[config.mk]
export PLATFORM = sky130hd
export DESIGN_NAME = midi_out_message_assembler_unit
export DESIGN_NICKNAME = d
export VERILOG_FILES = /design/src/rtl/moma_pkg.sv /design/src/rtl/moma_dp.sv /design/src/rtl/moma_ctrl.sv /design/src/rtl/midi_out_message_assembler_unit.sv
export SDC_FILE = /design/constraint.sdc
export NUM_CORES = 1
export LEC_CHECK = 0
export BUFFER_PORTS_ARGS = -buffer_cell sky130_fd_sc_hd__buf_4
export CAP_MARGIN = 20
export CORE_MARGIN = 1
export CORE_UTILIZATION = 25
export CTS_CLUSTER_DIAMETER = 150
export DETAILED_ROUTE_END_ITERATION = 12
export PLACE_DENSITY_LB_ADDON = 0.15
export SLEW_MARGIN = 20
export SYNTH_ARGS = -nofsm -noshare
export SYNTH_HDL_FRONTEND = slang
export SYNTH_HIERARCHICAL = 1
export SYNTH_SLANG_ARGS = --single-unit
[constraint.sdc]
create_clock -name clk -period 8 [get_ports clk]
set_input_delay 0.4 -clock clk [delete_from_list [all_inputs] [get_ports clk]]
set_output_delay 0.4 -clock clk [all_outputs]
set_load 0.02 [all_outputs]
[src/rtl/moma_pkg.sv]
// Shared types, codes and the message length table of the MIDI-out message assembler.
`timescale 1ns / 1ps

package moma_pkg;

	localparam logic [7:0] ST_SYSEX  = 8'hF0;
	localparam logic [7:0] ST_EOX    = 8'hF7;
	localparam logic [7:0] RT_FIRST  = 8'hF8;
	localparam logic [7:0] ST_NONE   = 8'h00;
	localparam int         SYSEX_MIN = 4;

	typedef enum logic [2:0] {
		KIND_RT    = 3'd0,
		KIND_MSG   = 3'd1,
		KIND_SXB   = 3'd2,
		KIND_SHORT = 3'd3,
		KIND_INTR  = 3'd4,
		KIND_FULL  = 3'd5
	} kind_t;

	// Commands from the controller to the datapath.
	typedef struct packed {
		logic  latch;
		logic  emit;
		kind_t kind;
		logic  last;
		logic  store;
		logic  set_rs;
		logic  clr_rs;
		logic  clr_fill;
		logic  rd_mem;
		logic  inc_ptr;
		logic  clr_ptr;
	} cmd_t;

	// Status from the datapath to the controller.
	typedef struct packed {
		logic is_rt;
		logic is_status;
		logic rs_sysex;
		logic fill_lt_min;
		logic fill_zero;
		logic fill_full;
		logic byte_len_one;
		logic byte_is_eox;
		logic complete;
		logic ptr_at_end;
		logic out_free;
	} sts_t;

	// Standard message length of a status byte; zero means never complete.
	function automatic logic [1:0] msg_len(input logic [7:0] s);
		logic [1:0] len;
		begin
			len = 2'd0;
			if (s >= 8'h80 && s <= 8'hBF) begin
				len = 2'd3;
			end else if (s >= 8'hC0 && s <= 8'hDF) begin
				len = 2'd2;
			end else if (s >= 8'hE0 && s <= 8'hEF) begin
				len = 2'd3;
			end else if (s == 8'hF1 || s == 8'hF3) begin
				len = 2'd2;
			end else if (s == 8'hF2) begin
				len = 2'd3;
			end else if (s == 8'hF6) begin
				len = 2'd1;
			end
			return len;
		end
	endfunction

endpackage

[src/rtl/moma_dp.sv]
// Datapath of the MIDI-out message assembler: running status, byte store and output register.
`timescale 1ns / 1ps

module moma_dp #(
	parameter int BUF_DEPTH = 32
) (
	input  logic              clk,
	input  logic              arst_n,
	input  logic [7:0]        byte_in,
	input  logic              out_stall,
	input  moma_pkg::cmd_t    cmd,
	output moma_pkg::sts_t    sts,
	output logic              out_valid,
	output logic [2:0]        kind,
	output logic [7:0]        status_byte,
	output logic [6:0]        first_data,
	output logic [6:0]        second_data,
	output logic [1:0]        data_count,
	output logic [6:0]        sysex_byte,
	output logic              last
);

	localparam int FILL_W = $clog2(BUF_DEPTH + 1);
	localparam int PTR_W  = $clog2(BUF_DEPTH);

	logic [7:0]        byte_q;
	logic [7:0]        rs_q;
	logic [FILL_W-1:0] fill_q;
	logic [FILL_W-1:0] ptr_q;
	logic [6:0]        d0_q;
	logic [6:0]        d1_q;
	logic [6:0]        rd_data_q;
	logic [6:0]        mem [BUF_DEPTH];

	logic              out_valid_q;
	logic [2:0]        kind_q;
	logic [7:0]        status_q;
	logic [6:0]        first_q;
	logic [6:0]        second_q;
	logic [1:0]        count_q;
	logic [6:0]        sysex_q;
	logic              last_q;

	logic [FILL_W:0]   fill_inc;
	logic [FILL_W:0]   rs_len;

	// One bit wider so that a full store never wraps onto a zero length.
	assign fill_inc = {1'b0, fill_q} + {{FILL_W{1'b0}}, 1'b1};
	assign rs_len   = {{(FILL_W - 1){1'b0}}, moma_pkg::msg_len(rs_q)};

	assign sts.is_rt        = byte_q >= moma_pkg::RT_FIRST;
	assign sts.is_status    = byte_q[7];
	assign sts.rs_sysex     = rs_q == moma_pkg::ST_SYSEX;
	assign sts.fill_lt_min  = fill_q < FILL_W'(moma_pkg::SYSEX_MIN);
	assign sts.fill_zero    = fill_q == '0;
	assign sts.fill_full    = fill_q == FILL_W'(BUF_DEPTH);
	assign sts.byte_len_one = moma_pkg::msg_len(byte_q) == 2'd1;
	assign sts.byte_is_eox  = byte_q == moma_pkg::ST_EOX;
	assign sts.complete     = (rs_q != moma_pkg::ST_SYSEX) && (fill_inc == rs_len);
	assign sts.ptr_at_end   = (ptr_q + FILL_W'(1)) == fill_q;
	assign sts.out_free     = !out_valid_q || !out_stall;

	always_ff @(posedge clk) begin
		if (cmd.latch) begin
			byte_q <= byte_in;
		end
		if (cmd.store && fill_q == '0) begin
			d0_q <= byte_q[6:0];
		end
		if (cmd.store && fill_q == FILL_W'(1)) begin
			d1_q <= byte_q[6:0];
		end
	end

	always_ff @(posedge clk) begin
		if (cmd.store) begin
			mem[fill_q[PTR_W-1:0]] <= byte_q[6:0];
		end
		if (cmd.rd_mem) begin
			rd_data_q <= mem[ptr_q[PTR_W-1:0]];
		end
	end

	always_ff @(posedge clk or negedge arst_n) begin
		if (!arst_n) begin
			rs_q   <= moma_pkg::ST_NONE;
			fill_q <= '0;
			ptr_q  <= '0;
		end else begin
			if (cmd.clr_rs) begin
				rs_q <= moma_pkg::ST_NONE;
			end else if (cmd.set_rs) begin
				rs_q <= byte_q;
			end
			if (cmd.clr_fill) begin
				fill_q <= '0;
			end else if (cmd.store) begin
				fill_q <= fill_inc[FILL_W-1:0];
			end
			if (cmd.clr_ptr) begin
				ptr_q <= '0;
			end else if (cmd.inc_ptr) begin
				ptr_q <= ptr_q + FILL_W'(1);
			end
		end
	end

	always_ff @(posedge clk or negedge arst_n) begin
		if (!arst_n) begin
			out_valid_q <= 1'b0;
		end else if (cmd.emit) begin
			out_valid_q <= 1'b1;
		end else if (!out_stall) begin
			out_valid_q <= 1'b0;
		end
	end

	always_ff @(posedge clk) begin
		if (cmd.emit) begin
			kind_q <= cmd.kind;
			last_q <= cmd.last;
			case (cmd.kind)
				moma_pkg::KIND_MSG: begin
					status_q <= rs_q;
					count_q  <= fill_q[1:0];
					first_q  <= (fill_q != '0) ? d0_q : 7'd0;
					second_q <= (fill_q > FILL_W'(1)) ? d1_q : 7'd0;
					sysex_q  <= '0;
				end
				moma_pkg::KIND_SXB: begin
					status_q <= moma_pkg::ST_SYSEX;
					count_q  <= '0;
					first_q  <= '0;
					second_q <= '0;
					sysex_q  <= rd_data_q;
				end
				default: begin
					status_q <= byte_q;
					count_q  <= '0;
					first_q  <= '0;
					second_q <= '0;
					sysex_q  <= '0;
				end
			endcase
		end
	end

	assign out_valid   = out_valid_q;
	assign kind        = kind_q;
	assign status_byte = status_q;
	assign first_data  = first_q;
	assign second_data = second_q;
	assign data_count  = count_q;
	assign sysex_byte  = sysex_q;
	assign last        = last_q;

endmodule

[src/rtl/moma_ctrl.sv]
// Controller state machine of the MIDI-out message assembler.
`timescale 1ns / 1ps

module moma_ctrl (
	input  logic           clk,
	input  logic           arst_n,
	input  logic           in_valid,
	output logic           in_stall,
	input  moma_pkg::sts_t sts,
	output moma_pkg::cmd_t cmd
);

	typedef enum logic [5:0] {
		S_IDLE   = 6'b000001,
		S_DECODE = 6'b000010,
		S_SX_RD  = 6'b000100,
		S_SX_OUT = 6'b001000,
		S_SX_END = 6'b010000,
		S_CHECK  = 6'b100000
	} state_t;

	state_t state_q;
	state_t state_d;

	assign in_stall = state_q != S_IDLE;

	always_comb begin
		cmd     = '0;
		state_d = state_q;
		unique case (state_q)
			S_IDLE: begin
				if (in_valid) begin
					cmd.latch = 1'b1;
					state_d   = S_DECODE;
				end
			end
			S_DECODE: begin
				if (sts.is_rt) begin
					if (sts.out_free) begin
						cmd.emit = 1'b1;
						cmd.kind = moma_pkg::KIND_RT;
						cmd.last = 1'b1;
						state_d  = S_IDLE;
					end
				end else if (sts.is_status) begin
					if (sts.rs_sysex && !sts.fill_lt_min) begin
						state_d = S_SX_RD;
					end else if (sts.rs_sysex || !sts.fill_zero) begin
						// A one-byte message follows only for a status whose length is one.
						if (sts.out_free) begin
							cmd.emit     = 1'b1;
							cmd.kind     = sts.rs_sysex ? moma_pkg::KIND_SHORT
							                            : moma_pkg::KIND_INTR;
							cmd.last     = !sts.byte_len_one;
							cmd.set_rs   = 1'b1;
							cmd.clr_fill = 1'b1;
							state_d      = S_CHECK;
						end
					end else begin
						cmd.set_rs = 1'b1;
						state_d    = S_CHECK;
					end
				end else if (sts.fill_full) begin
					if (sts.out_free) begin
						cmd.emit = 1'b1;
						cmd.kind = moma_pkg::KIND_FULL;
						cmd.last = 1'b1;
						state_d  = S_CHECK;
					end
				end else begin
					cmd.store = 1'b1;
					state_d   = S_CHECK;
				end
			end
			S_SX_RD: begin
				cmd.rd_mem = 1'b1;
				state_d    = S_SX_OUT;
			end
			S_SX_OUT: begin
				if (sts.out_free) begin
					cmd.emit    = 1'b1;
					cmd.kind    = moma_pkg::KIND_SXB;
					cmd.last    = sts.ptr_at_end && (sts.byte_is_eox || !sts.byte_len_one);
					cmd.inc_ptr = 1'b1;
					state_d     = sts.ptr_at_end ? S_SX_END : S_SX_RD;
				end
			end
			S_SX_END: begin
				cmd.clr_fill = 1'b1;
				cmd.clr_ptr  = 1'b1;
				if (sts.byte_is_eox) begin
					cmd.clr_rs = 1'b1;
					state_d    = S_IDLE;
				end else begin
					cmd.set_rs = 1'b1;
					state_d    = S_CHECK;
				end
			end
			S_CHECK: begin
				if (sts.complete) begin
					if (sts.out_free) begin
						cmd.emit     = 1'b1;
						cmd.kind     = moma_pkg::KIND_MSG;
						cmd.last     = 1'b1;
						cmd.clr_fill = 1'b1;
						state_d      = S_IDLE;
					end
				end else begin
					state_d = S_IDLE;
				end
			end
			default: begin
				state_d = S_IDLE;
			end
		endcase
	end

	always_ff @(posedge clk or negedge arst_n) begin
		if (!arst_n) begin
			state_q <= S_IDLE;
		end else begin
			state_q <= state_d;
		end
	end

endmodule

[src/rtl/midi_out_message_assembler_unit.sv]
// Top level of the MIDI-out message assembler: controller plus datapath.
`timescale 1ns / 1ps

// Usage: raw MIDI-out bytes enter on the input channel (in_valid, in_stall, byte_in),
// one word at a time. Result words leave on the output channel (out_valid, out_stall
// and the result fields); last marks the final result caused by one input byte.
// A word is taken on a rising edge with valid high and stall low.
// Flow: a byte is taken in idle and decoded in the next cycle; where a result is
// due, it is written to the output register from the decode state; a data byte that
// completes a message produces it from the check state that follows.
// A SysEx run walks the byte store; each buffered byte takes a registered memory
// read and then a load of the output register. A run closed by a status byte
// other than an end-of-exclusive then also passes through the check state.
// in_stall is high whenever the controller is not idle.
// Reset clears the running status, the fill count and the output valid; the byte
// store needs no clearing, since only entries below the fill count are read.
// While out_stall is high with a valid word, that word holds and the controller waits at the
// next result it has to emit.

module midi_out_message_assembler_unit #(
	parameter int BUF_DEPTH = 32
) (
	input  logic       clk,
	input  logic       arst_n,
	input  logic       in_valid,
	output logic       in_stall,
	input  logic [7:0] byte_in,
	output logic       out_valid,
	input  logic       out_stall,
	output logic [2:0] kind,
	output logic [7:0] status_byte,
	output logic [6:0] first_data,
	output logic [6:0] second_data,
	output logic [1:0] data_count,
	output logic [6:0] sysex_byte,
	output logic       last
);

	moma_pkg::cmd_t cmd;
	moma_pkg::sts_t sts;

	moma_ctrl u_ctrl (
		.clk      (clk),
		.arst_n   (arst_n),
		.in_valid (in_valid),
		.in_stall (in_stall),
		.sts      (sts),
		.cmd      (cmd)
	);

	moma_dp #(
		.BUF_DEPTH (BUF_DEPTH)
	) u_dp (
		.clk         (clk),
		.arst_n      (arst_n),
		.byte_in     (byte_in),
		.out_stall   (out_stall),
		.cmd         (cmd),
		.sts         (sts),
		.out_valid   (out_valid),
		.kind        (kind),
		.status_byte (status_byte),
		.first_data  (first_data),
		.second_data (second_data),
		.data_count  (data_count),
		.sysex_byte  (sysex_byte),
		.last        (last)
	);

endmodule

## Yosys cells after proc, flatten, opt, wreduce, memory -nomap -nowiden

Memories as Yosys holds them, arrays and structs flattened. A register that Yosys moved wholly into a read port is not among the register bits.
Cells that the tools add are included.
W data, S select, Z words.

- $add $sub $neg: 2
- Magnitude comparators: 15
- Eq/ne operators: 28
- Multiplexer cells: 72
- Reductions and logical operators: 29

Operators with widths:

| cell | count |
|---|---|
| $mux W6 | 15 |
| $eq A8 B8 Y1 const B | 10 |
| $mux W5 | 12 |
| $ge A8 B8 Y1 const B | 7 |
| $le A8 B8 Y1 const B | 6 |
| $pmux W6 S6 | 1 |
| $mux W1 | 26 |
| $mux W2 | 11 |
| $mux W8 | 2 |
| $pmux W8 S2 | 1 |
| $pmux W5 S3 | 1 |
| $eq A6 B1 Y1 const B | 2 |
| $eq A6 B6 Y1 const B | 2 |
| $logic_and A1 B1 Y1 | 11 |
| $ne A8 B8 Y1 const B | 1 |
| $add A6 B1 Y7 const B | 1 |
| $eq A7 B2 Y1 | 1 |
| $add A6 B1 Y6 const B | 1 |
| $eq A6 B2 Y1 const B | 1 |
| $eq A6 B3 Y1 const B | 1 |
| $eq A6 B4 Y1 const B | 1 |
| $eq A6 B5 Y1 const B | 1 |
| $eq A6 B6 Y1 | 1 |
| $gt A6 B1 Y1 const B | 1 |
| other kinds (16) | 29 |

- Register bits: 84
- Bits in writable memories: 224
- Output and inout bits: 37
- Memories: 1

Memory list:

| memory | depth | width | rd ports | clocked after Yosys merged registers in | write ports | line | text |
|---|---|---|---|---|---|---|---|
| u_dp.mem | 32 | 7 | 1 | 1 | 1 | moma_dp.sv:33 | `logic [6:0] mem [BUF_DEPTH];` |

## Depth between registers and ports, before layout

Gate-level depths: netlist of the first run.

- Depth in word-level cells: 17
- Depth in mapped cells: 12

## Cells and area by module

Netlist of the first run, hierarchy kept.

Modules (own cells, without submodules):

| module | instances | cells an instance | area an instance (sq um) | sequential area each (sq um) |
|---|---|---|---|---|
| moma_dp | 1 | 735 | 12524.5 | 9173.8 |
| moma_ctrl | 1 | 89 | 700.7 | 151.4 |

## Least setup slack after synthesis of the first run

Ideal clock, no wire load.

- Kind: register -> register
- From: reg u_dp.fill_q[0]
- To: reg u_dp.count_q[0] (netlist: u_dp/data_count[0]) (enable)
- Arrival time: 3.605 ns
- Required time: 7.550 ns
- Path slack: 3.946 ns
- Stages on the path, launching flop included: 8
- Buffers on the path: 1
- Cell sequence: dfrtp_1 > clkbuf_1 > and3_1 > o31a_1 > a211oi_1 > and4_1 > nand4b_1 > a31oi_1

RTL lines:

| what | line | text |
|---|---|---|
| start: declaration | moma_dp.sv:28 | `logic [FILL_W-1:0] fill_q;` |
| start signal: assignment | moma_dp.sv:98 | `fill_q <= fill_inc[FILL_W-1:0];` |
| end signal: assignment | moma_dp.sv:125 | `count_q <= fill_q[1:0];` |
| end: declaration | moma_dp.sv:40 | `logic [1:0] count_q;` |

==> impl_metrics.tcl, run 1 <==
set metrics [dict create \
    setup_viol 0 \
    fmax_mhz 262 \
    status "complete, no violations" \
    layout_common_cells "288 x edfxtp_1, 75 x nor2_1, 66 x mux2i_1" \
    gp_congestion 0.800 \
    yosysWarnings 6 \
    cts_resized 0 \
    chipWidth_um 232 \
    max-slew-margin-rel_pct 36.9 \
    hp-class "input port to flip-flop" \
    io_pins 49 \
    synth_top_family_by_area "multiplexers" \
    maxCapViolCount 0 \
    cp_max_fo 10 \
    clock_path_buffers 3 \
    grt_overflow 0 \
    antenna_found_initial 0 \
    post-place-ws_ps 4150 \
    synth-adder-area-share_pct 0.473 \
    synth_fp_nets 841 \
    grt_pass1_wl_um 46600 \
    fp.dieH_um 232 \
    worstPathArrival_ps 3980 \
    vias 7058 \
    synth_cell_types 68 \
    tritoncts "built" \
    n_antenna_cell 0 \
    setup_tns_ps 0 \
    critPathKind "flip-flop to flip-flop" \
    syn2layout_area_growth_pct 16.2 \
    hold_viol_final 0 \
    vias_per_cell 4.44 \
    grt_pass1_vias 7172 \
    synth-compound-area-share_pct 4.69 \
    end_kind "flip-flop" \
    std_cell_rows 83 \
    grt_max_degree 65 \
    clock_latency_ps 540 \
    wirelength_um 31100 \
    final-max-slew-violation-count 0 \
    final_nets 902 \
    drtIter0Drc 445 \
    ir_worst_vdd_uv 138 \
    clk_pin_slew_worst_paths_ps 60 \
    powerDensity_nw_per_um2 261 \
    fin_crit_sh_pct 47.7 \
    port_buffers 48 \
    async_flop_share_pct 8.57 \
    drive_gt1_share_pct 16.2 \
    drc 0 \
    ys_seq_area_share_pct 70.5 \
    drt_pass1_iterations 4 \
    cts_buffers 37 \
    postPlaceCellArea_um2 14200 \
    startpoint_type "flip-flop" \
    coreArea_um2 51800 \
    hpwl_um 19100 \
    grt.total_usage_pct 11.8 \
    wl_per_cell_um 19.6 \
    ys_ff_latch 315 \
    post-route-min-period_ps 3820 \
    antenna_left 0 \
    muxShareOfSynthArea_pct 10.2 \
    tightest_slew_ps 940 \
    synth_xor_area_share_pct 1.39 \
    syn_area_um2 13200 \
    dieArea_um2 53800 \
    syn_area_per_cell_um2 16.0 \
    htree_num_levels 2 \
    cp.required_ps 8160 \
    finalPower_mw 4.01 \
    netlist_instances 824 \
    setup_ws_ps 4180 \
    leakagePower_nw 5.55 \
    synthSimpleGateAreaFrac_pct 9.83 \
    cts_root_buf "clkbuf_16" \
    rsz0062_at_grt "false" \
    yosys_most_used_dff "edfxtp_1" \
    skew_ps 23.6 \
    final_area_um2 15400 \
    synth_edf_count 288 \
    initial_core_util_pct 25.5 \
    cts_sinks 315 \
    final_common_cell "edfxtp_1" \
    n_fill_cell 5130 \
]
==> kinds of logic (layout without fill, tap and decap cells) <==
| family | Yosys count | in the layout |
|---|---|---|
| buffers and inverters | 56 | 142 |
| flip-flops | 315 | 315 |
| multiplexers | 94 | 94 |
| AO/OA/AOI/OAI | 88 | 88 |
| XOR/XNOR | 21 | 21 |
| AND/OR/NAND/NOR | 245 | 245 |
| adder cells (fa/ha/maj) | 5 | 5 |
==> power breakdown <==
group          internal (mW)  switching (mW)
Combinational          0.145           0.298
Sequential              1.93          0.0710
Clock                  0.919           0.649
Total                   2.99            1.02
==> final timing paths <==
path	startpoint	to	slack (ps)	depth (start not counted)
worst min-delay path	byte_in[2]	u_dp/byte_q[2]$_DFFE_PP_	50	1
worst max-delay path	u_ctrl/state_q[5]$_DFFE_PN0P_	u_dp/d1_q[4]$_DFFE_PP_	4180	5
min in group asynchronous	arst_n	u_dp/rs_q[1]$_DFFE_PN0P_	330	2
worst min register to register	u_dp/d0_q[2]$_DFFE_PP_	u_dp/first_data[2]$_SDFFCE_PN0P_	520	1
max in group asynchronous	arst_n	u_dp/ptr_q[0]$_DFFE_PN0P_	7320	2
worst max register to register	u_ctrl/state_q[5]$_DFFE_PN0P_	u_dp/d1_q[4]$_DFFE_PP_	4180	5
==> state kept, by name (all words and copies together), names as in the netlist <==
name              count
u_dp/fill_q           6
u_dp/d1_q             7
u_dp/byte_q           8
u_dp/second_data      7
u_dp/status_byte      8
u_dp/kind             3
u_dp/sysex_byte       7
u_ctrl/state_q        6
u_dp/data_count       2
u_dp/rd_data_q        7
u_dp/first_data       7
u_dp/rs_q             8
u_dp/mem            224
u_dp/last             1
u_dp/ptr_q            6
u_dp/d0_q             7
u_dp/out_valid        1
==> worst max-delay path, stage by stage (launching register included) <==
cell and delay [ps]:
dfrtp_1 470, or4_1 680, nor3_1 440, and2_1 440
nand2_1 490, nor3_1 910
==> final cells by class <==
cell class | count | area, um2 | area share (%)
Inverter | 12 | 45.0 | 0.293
Tap cell | 680 | 851 | 5.54
Timing Repair Buffer | 66 | 502 | 3.26
Clock buffer | 49 | 1010 | 6.59
Multi-Input combinational cell | 453 | 3540 | 23.0
Clock inverter | 15 | 93.8 | 0.611
Sequential cell | 315 | 9330 | 60.7
==> metrics by stage <==
stage	utilization (%)	std cells	hold WS [ps]
2_1_floorplan	-	824	104
6_report	29.7	1590	45.5
5_1_grt	29.7	1590	18.8
3_5_place_dp	27.5	1525	370
3_3_place_gp	27.5	1525	369
4_1_cts	29.7	1590	16.5
==> repair_timing <==
item	CTS	global route
endpoints found under the hold margin	26	0
buffers inserted	0	0
hold buffers	1	0
==> synthesized netlist by cell type (3+ instances only) <==
library cell | count | area share, %
a21oi_1 | 21 | 0.79
a22oi_1 | 28 | 1.6
and2_1 | 19 | 0.90
and3_1 | 9 | 0.43
buf_12 | 5 | 0.76
buf_2 | 12 | 0.45
buf_4 | 7 | 0.40
buf_6 | 6 | 0.51
clkbuf_1 | 13 | 0.37
dfrtp_1 | 26 | 4.9
edfxtp_1 | 288 | 65
ha_1 | 5 | 0.47
inv_1 | 11 | 0.31
mux2i_1 | 66 | 5.0
mux4_1 | 17 | 3.4
mux4_2 | 11 | 1.9
nand2_1 | 39 | 1.1
nand2b_1 | 21 | 0.99
nand3_1 | 22 | 0.83
nand3b_1 | 5 | 0.28
nand4_1 | 5 | 0.24
nor2_1 | 75 | 2.1
nor2b_1 | 8 | 0.38
nor3_1 | 6 | 0.23
nor3_2 | 7 | 0.53
nor3b_1 | 4 | 0.23
nor4_1 | 4 | 0.19
o211ai_1 | 3 | 0.17
o21ai_0 | 9 | 0.34
o22a_1 | 4 | 0.26
xnor2_1 | 9 | 0.60
xor2_1 | 12 | 0.79
==> routing by layer <==
layer / track usage (%) / share of wire [%]
met1: 16.2 / 48
met2: 18.8 / 47
met3: 2.15 / 3.6
met4: 3.58 / 2.0
met5: 0 / 0
(Power assumes the default switching activity.)
==> run 2, diff against run 1 <==
--- a/config.mk
+++ b/config.mk
@@ -5,6 +5,7 @@
 export SDC_FILE = /design/constraint.sdc
 export NUM_CORES = 1
 export LEC_CHECK = 0
+export ABC_AREA = 1
 export BUFFER_PORTS_ARGS = -buffer_cell sky130_fd_sc_hd__buf_4
 export CAP_MARGIN = 20
 export CORE_MARGIN = 1
==> constraint.sdc (replaced) <==
create_clock -name clk -period 3.4 [get_ports clk]
set_input_delay 0.17 -clock clk [delete_from_list [all_inputs] [get_ports clk]]
set_output_delay 0.17 -clock clk [all_outputs]
set_load 0.02 [all_outputs]
==> impl_metrics.tcl, run 2 <==
set metrics [dict create \
    status "complete, no violations" \
    grt_max_degree 68 \
    final_core_util_pct 30.3 \
    grt_pass1_wl_um 56100 \
    wl_per_cell_um 18.4 \
    synth.most_common_cell "nand2_1" \
    postPlaceCellArea_um2 14800 \
    cp_max_fo 11 \
    grtUsageMet2_pct 22.8 \
    layout_common_cells "376 x nand2_1, 288 x edfxtp_1, 169 x nand3_1" \
    tightest_slew_ps 827 \
    async_flop_share_pct 8.57 \
    grt_overflow 0 \
    vias 8872 \
    powerDensity_nw_per_um2 603 \
    synth_fp_nets 1234 \
    drt_pass1_iterations 7 \
    clock_path_buffers 3 \
    use_met3_pct 2.42 \
    grt.total_usage_pct 13.9 \
    stdcell_count 2028 \
    crit_family "simple AND/OR/NAND/NOR gates" \
    skew_ps 9.85 \
    clk_pin_slew_worst_paths_ps 60 \
    wirelength_um 37300 \
    grt_busiest_layer "met2" \
    drtIter0Drc 523 \
    critPathKind "flip-flop to flip-flop" \
    fin_crit_sh_pct 89.9 \
    port_buffers 48 \
    n_antenna_cell 0 \
    final_common_cell "nand2_1" \
    synth_top_area_share_pct 64.4 \
    chipWidth_um 234 \
    post-route-min-period_ps 3060 \
    io_pins 49 \
    vias_per_cell 4.37 \
    synth_top_cells_by_count "377 x nand2_1, 288 x edfxtp_1, 169 x nand3_1" \
    dp.cells 1952 \
    drive_gt1_share_pct 13.9 \
    drc 0 \
    cp.depth 16 \
    synth_area_leaders "edfxtp_1 64%, nand2_1 11%, nand3_1 6.3%" \
    setup_viol 0 \
    htree_num_levels 2 \
    hold_viol_final 0 \
    max-slew-margin-rel_pct 44.8 \
    tritoncts "built" \
    cts_root_buf "clkbuf_16" \
    ys_ff_latch 315 \
    hp-class "input port to flip-flop" \
    leakagePower_nw 6.00 \
    cts_sinks 315 \
    final-max-slew-violation-count 0 \
    antenna_found_initial 0 \
    gp_congestion 0.810 \
    yosysWarnings 6 \
    post-place-ws_ps 86.5 \
    syn_area_um2 13400 \
    final_area_um2 16000 \
    cp.required_ps 3680 \
    yosys_most_used_dff "edfxtp_1" \
    regToRegSetupSlack_ps 340 \
    crit_buf_inv 3 \
    syn_area_per_cell_um2 11.0 \
    setup_ws_ps 343 \
    rsz0062_at_grt "false" \
    largest_reg_flops 224 \
    dieArea_um2 54700 \
    ir_worst_vdd_uv 279 \
    grt_pass1_vias 8984 \
    coreArea_um2 52900 \
    cts_buffers 36 \
    fmax_mhz 327 \
    initial_core_util_pct 25.4 \
    hpwl_um 23200 \
    cp_cell_sequence "ha_1 > nand3_1 > xor2_1 > nand2_1 > nor2_1 > nand3_1 > nor2_1 > nand4_1 > nor2_2 > inv_1 > o211ai_2 > inv_1 > nor3_2 > inv_2 > nand2_2 > o22ai_1" \
    antenna_left 0 \
    setup_tns_ps 0 \
    slowest_stage "dfrtp_2" \
    clock_latency_ps 540 \
    synth_cell_types 41 \
    maxCapViolCount 0 \
    synth_top_cell_by_area "edfxtp_1" \
    fp.dieH_um 234 \
    grt_util_met1_pct 18.7 \
    whs_path_depth 4 \
    final_nets 1329 \
    end_kind "flip-flop" \
    cp_slowest_stage_delay_ps 450 \
    synth_edf_count 288 \
    netlist_instances 1217 \
    std_cell_rows 84 \
    ys_seq_area_share_pct 69.4 \
    ff2ff_path_depth 16 \
    startpoint_type "flip-flop" \
    worstPathArrival_ps 3340 \
    syn2layout_area_growth_pct 19.0 \
]
run 2: cell types whose count changed in the layout (fill, tap and decap cells not counted), sizes merged, moves of 19 or more:
cell,delta
nand2,+339
nand3,+155
inv,+72
mux2i,-66
buf,+34
a22oi,-28
mux4,-28
nor2,+26
nand2b,-21
and2,-19
run 2: worst min-delay path, cell delays in order:
cell and delay [ps]:
buf_4 80, nand2_1 40, buf_4 180, nand2_1 60
run 2: per-layer routing:
metal  wire, um  vias to the layer above
met5          0                        -
met4        652                        0
met3       1360                       38
met2      17800                      158
met1      17400                     4317
li1           -                     4359
run 2: cell families after synthesis:
| kind of cell | share of synthesized area (%) |
|---|---|
| buffers and inverters | 4.61 |
| AOI/OAI and AO/OA | 3.27 |
| DFF | 69.4 |
| xor gates and xnor gates | 0.521 |
| adders and majority gates | 0.466 |
| and+or+nand+nor | 21.7 |
run 2: power by group:
group	leakage, nW	switching, mW	internal (mW)
Clock	0.547	1.54	2.23
Sequential	2.95	0.125	4.56
Combinational	2.50	0.879	0.323
run 2: cell type report:
type,instances,area [um2]
clock inverter,20,171
sequential,315,9330
inverter,84,319
fill,5422,36900
multi-input combinational,766,3500
timing repair buffer,109,856
tap,688,861
clock buffer,46,960
run 2: repair_timing:
action,CTS,global route
hold buffers,10,0
gates resized for setup,0,4
setup endpoints to repair,0,22
setup buffers,0,0
hold endpoints to repair,36,0
run 2: stage by stage:
step | hold slack (ps) | total power [mW]
2_1_floorplan | -126 | 5.45
3_3_place_gp | 148 | 5.99
3_5_place_dp | 144 | 5.98
4_1_cts | 4.92 | 9.82
5_1_grt | 16.5 | 10.1
6_report | 29.4 | 9.65
run 2: worst paths after layout:
path	startpoint	to
min in group asynchronous	arst_n	u_dp/out_valid$_DFFE_PN0P_
hold reg to reg	u_dp/d0_q[3]$_DFFE_PP_	u_dp/first_data[3]$_SDFFCE_PN0P_
max in group asynchronous	arst_n	u_ctrl/state_q[0]$_DFFE_PN1P_
setup / recovery	u_dp/fill_q[0]$_DFFE_PN0P_	u_dp/status_byte[1]$_DFFE_PP_
hold / removal	out_stall	u_dp/out_valid$_DFFE_PN0P_
setup reg to reg	u_dp/fill_q[0]$_DFFE_PN0P_	u_dp/status_byte[1]$_DFFE_PP_
==> run 3, diff against run 2 <==
--- a/config.mk
+++ b/config.mk
@@ -7,9 +7,8 @@
 export LEC_CHECK = 0
 export ABC_AREA = 1
 export BUFFER_PORTS_ARGS = -buffer_cell sky130_fd_sc_hd__buf_4
-export CAP_MARGIN = 20
 export CORE_MARGIN = 1
-export CORE_UTILIZATION = 25
+export CORE_UTILIZATION = 50
 export CTS_CLUSTER_DIAMETER = 150
 export DETAILED_ROUTE_END_ITERATION = 12
 export PLACE_DENSITY_LB_ADDON = 0.15
==> impl_metrics.tcl, run 3 (synthesis results as in run 2) <==
set metrics [dict create \
    htree_num_levels 2 \
    worstPathArrival_ps 3310 \
    grt_pass1_wl_um 48900 \
    startpoint_type "flip-flop" \
    tritoncts "built" \
    ir_worst_vdd_uv 501 \
    largest_reg_flops 224 \
    multiInputGateArea_um2 3500 \
    cp_cell_sequence "ha_1 > nand3_1 > xor2_1 > nand2_1 > nor2_1 > nand3_1 > nor2_1 > nand4_1 > nor2_2 > inv_1 > o211ai_2 > inv_1 > nand3b_1 > nand2_2 > o22ai_1 > inv_1" \
    skew_ps 12.9 \
    tightest_slew_ps 789 \
    coreArea_um2 26200 \
    hpwl_um 19400 \
    critPathKind "flip-flop to flip-flop" \
    worst_r2r_startpoint "u_dp/fill_q[0]$_DFFE_PN0P_" \
    cp.depth 16 \
    violations "design-rule violations" \
    worstSetupStartpoint "u_dp/fill_q[0]$_DFFE_PN0P_" \
    n_fill_cell 2148 \
    dieArea_um2 27500 \
    drive_gt1_share_pct 14.1 \
    setup_tns_ps 0 \
    clock_path_buffers 3 \
    grt.total_usage_pct 23.3 \
    port_buffers 48 \
    ff2ff_path_depth 16 \
    end_kind "flip-flop" \
    antenna_found_initial 0 \
    vias 9032 \
    regToRegSetupSlack_ps 350 \
    final_common_cell "nand2_1" \
    clock_latency_ps 510 \
    max-slew-margin-rel_pct 47.2 \
    rr_endpoint "u_dp/status_byte[6]$_DFFE_PP_" \
    grt_max_degree 105 \
    wirelength_um 31600 \
    setup_viol 0 \
    fp.dieH_um 166 \
    gp_congestion 0.911 \
    cts_root_buf "clkbuf_16" \
    initial_core_util_pct 51.3 \
    fmax_mhz 328 \
    std_cell_rows 59 \
    cts_buffers 34 \
    powerDensity_nw_per_um2 611 \
    cp_max_fo 8 \
    final_nets 1329 \
    slowest_stage "dfrtp_1" \
    endpoint "u_dp/status_byte[6]$_DFFE_PP_" \
    crit_family "simple AND/OR/NAND/NOR gates" \
    cts_setup_buffers 0 \
    final-max-slew-violation-count 0 \
    drtIter0Drc 893 \
    io_pins 49 \
    regArea_um2 9330 \
    chipWidth_um 166 \
    cp.required_ps 3660 \
    cp_slowest_stage_delay_ps 450 \
    crit_buf_inv 3 \
    wl_per_cell_um 18.9 \
    status "finished, violations left" \
    cpMostUsedCell "inv_1" \
    cts_sinks 315 \
    vias_per_cell 5.41 \
    drc 1 \
    fin_crit_sh_pct 89.7 \
    finalPower_mw 9.51 \
    n_antenna_cell 0 \
    hold_viol_final 0 \
    rsz0062_at_grt "false" \
    post-route-min-period_ps 3050 \
    antenna_left 0 \
    grt_pass1_vias 8740 \
    drt_pass1_iterations 9 \
    leakagePower_nw 6.02 \
    layout_common_cells "376 x nand2_1, 288 x edfxtp_1, 169 x nand3_1" \
    hp-class "input port to flip-flop" \
    maxCapViolCount 0 \
    syn2layout_area_growth_pct 15.9 \
    grt_overflow 0 \
    clk_pin_slew_worst_paths_ps 60 \
]
## run 3: cell types whose count changed in the layout (fill, tap and decap cells not counted)
cell	previous run	this run
buf_12	1	2
dfrtp_1	24	25
clkbuf_1	9	4
dlygate4sd3_1	10	9
clkinv_2	4	5
clkinv_1	12	10
dfrtp_2	1	0
inv_6	2	0
buf_4	98	100
clkbuf_8	0	2
## run 3: cell type report
type,instances,area share [%]
flip-flops and latches,315,59.9
multi-input cells,766,22.5
clock buffers,43,6.22
repair buffers,111,5.66
well taps,335,2.69
inverters,84,2.05
clock inverters,17,0.972
## run 3: layer usage
layer	global-route usage, %	wire length [um]
met3	3.60	2200
met2	38.1	15100
met5	0	0
met4	6.58	744
met1	32.5	13500
## run 3: how the worst min path moves through the flow
stage | start | endpoint | slack, ps | cells past startpoint
2_1_floorplan | arst_n | u_ctrl/state_q[1]$_DFFE_PN0P_ | -130 | 0
3_3_place_gp | arst_n | u_dp/rs_q[2]$_DFFE_PN0P_ | 120 | 1
3_5_place_dp | arst_n | u_dp/rs_q[5]$_DFFE_PN0P_ | 120 | 1
4_1_cts | in_valid | u_ctrl/state_q[0]$_DFFE_PN1P_ | 10 | 4
5_1_grt | in_valid | u_ctrl/state_q[0]$_DFFE_PN1P_ | 20 | 4
6_report | in_valid | u_ctrl/state_q[0]$_DFFE_PN1P_ | 20 | 4
## run 3: timing repair
action / CTS / global route
gates resized for setup: 0 / 3
setup endpoints to repair: 0 / 8
endpoints found under the hold margin: 35 / 0
hold buffers: 9 / 0
## run 3: worst register-to-register path: cells and delay by family, from the launching register on
family / cells / cell delay (ps)
xor+xnor: 1 / 190
buf+inv: 3 / 230
flops: 1 / 450
compound gates: 2 / 230
fa+ha+maj: 1 / 280
simple gates: 9 / 1430
## run 3: metrics by stage
| step | hold slack, ps | cells | area (um2) | util [%] | setup WS (ps) |
|---|---|---|---|---|---|
| floorplan | -126 | 1217 | 13400 | - | 708 |
| global placement | 123 | 1602 | 14400 | 54.8 | 319 |
| detailed placement | 121 | 1602 | 14400 | 54.8 | 198 |
| CTS | 12.3 | 1671 | 15600 | 59.4 | 169 |
| global route | 24.8 | 1671 | 15600 | 59.4 | 30.9 |
| finish | 18.3 | 1671 | 15600 | 59.4 | 349 |
## run 3: report_power, final
part / total [mW] / leakage (nW) / internal [mW] / switching [mW]
Combinational: 1.17 / 2.52 / 0.325 / 0.846
Sequential: 4.68 / 2.96 / 4.56 / 0.119
Clock: 3.67 / 0.547 / 2.23 / 1.43
Total: 9.51 / 6.02 / 7.11 / 2.40
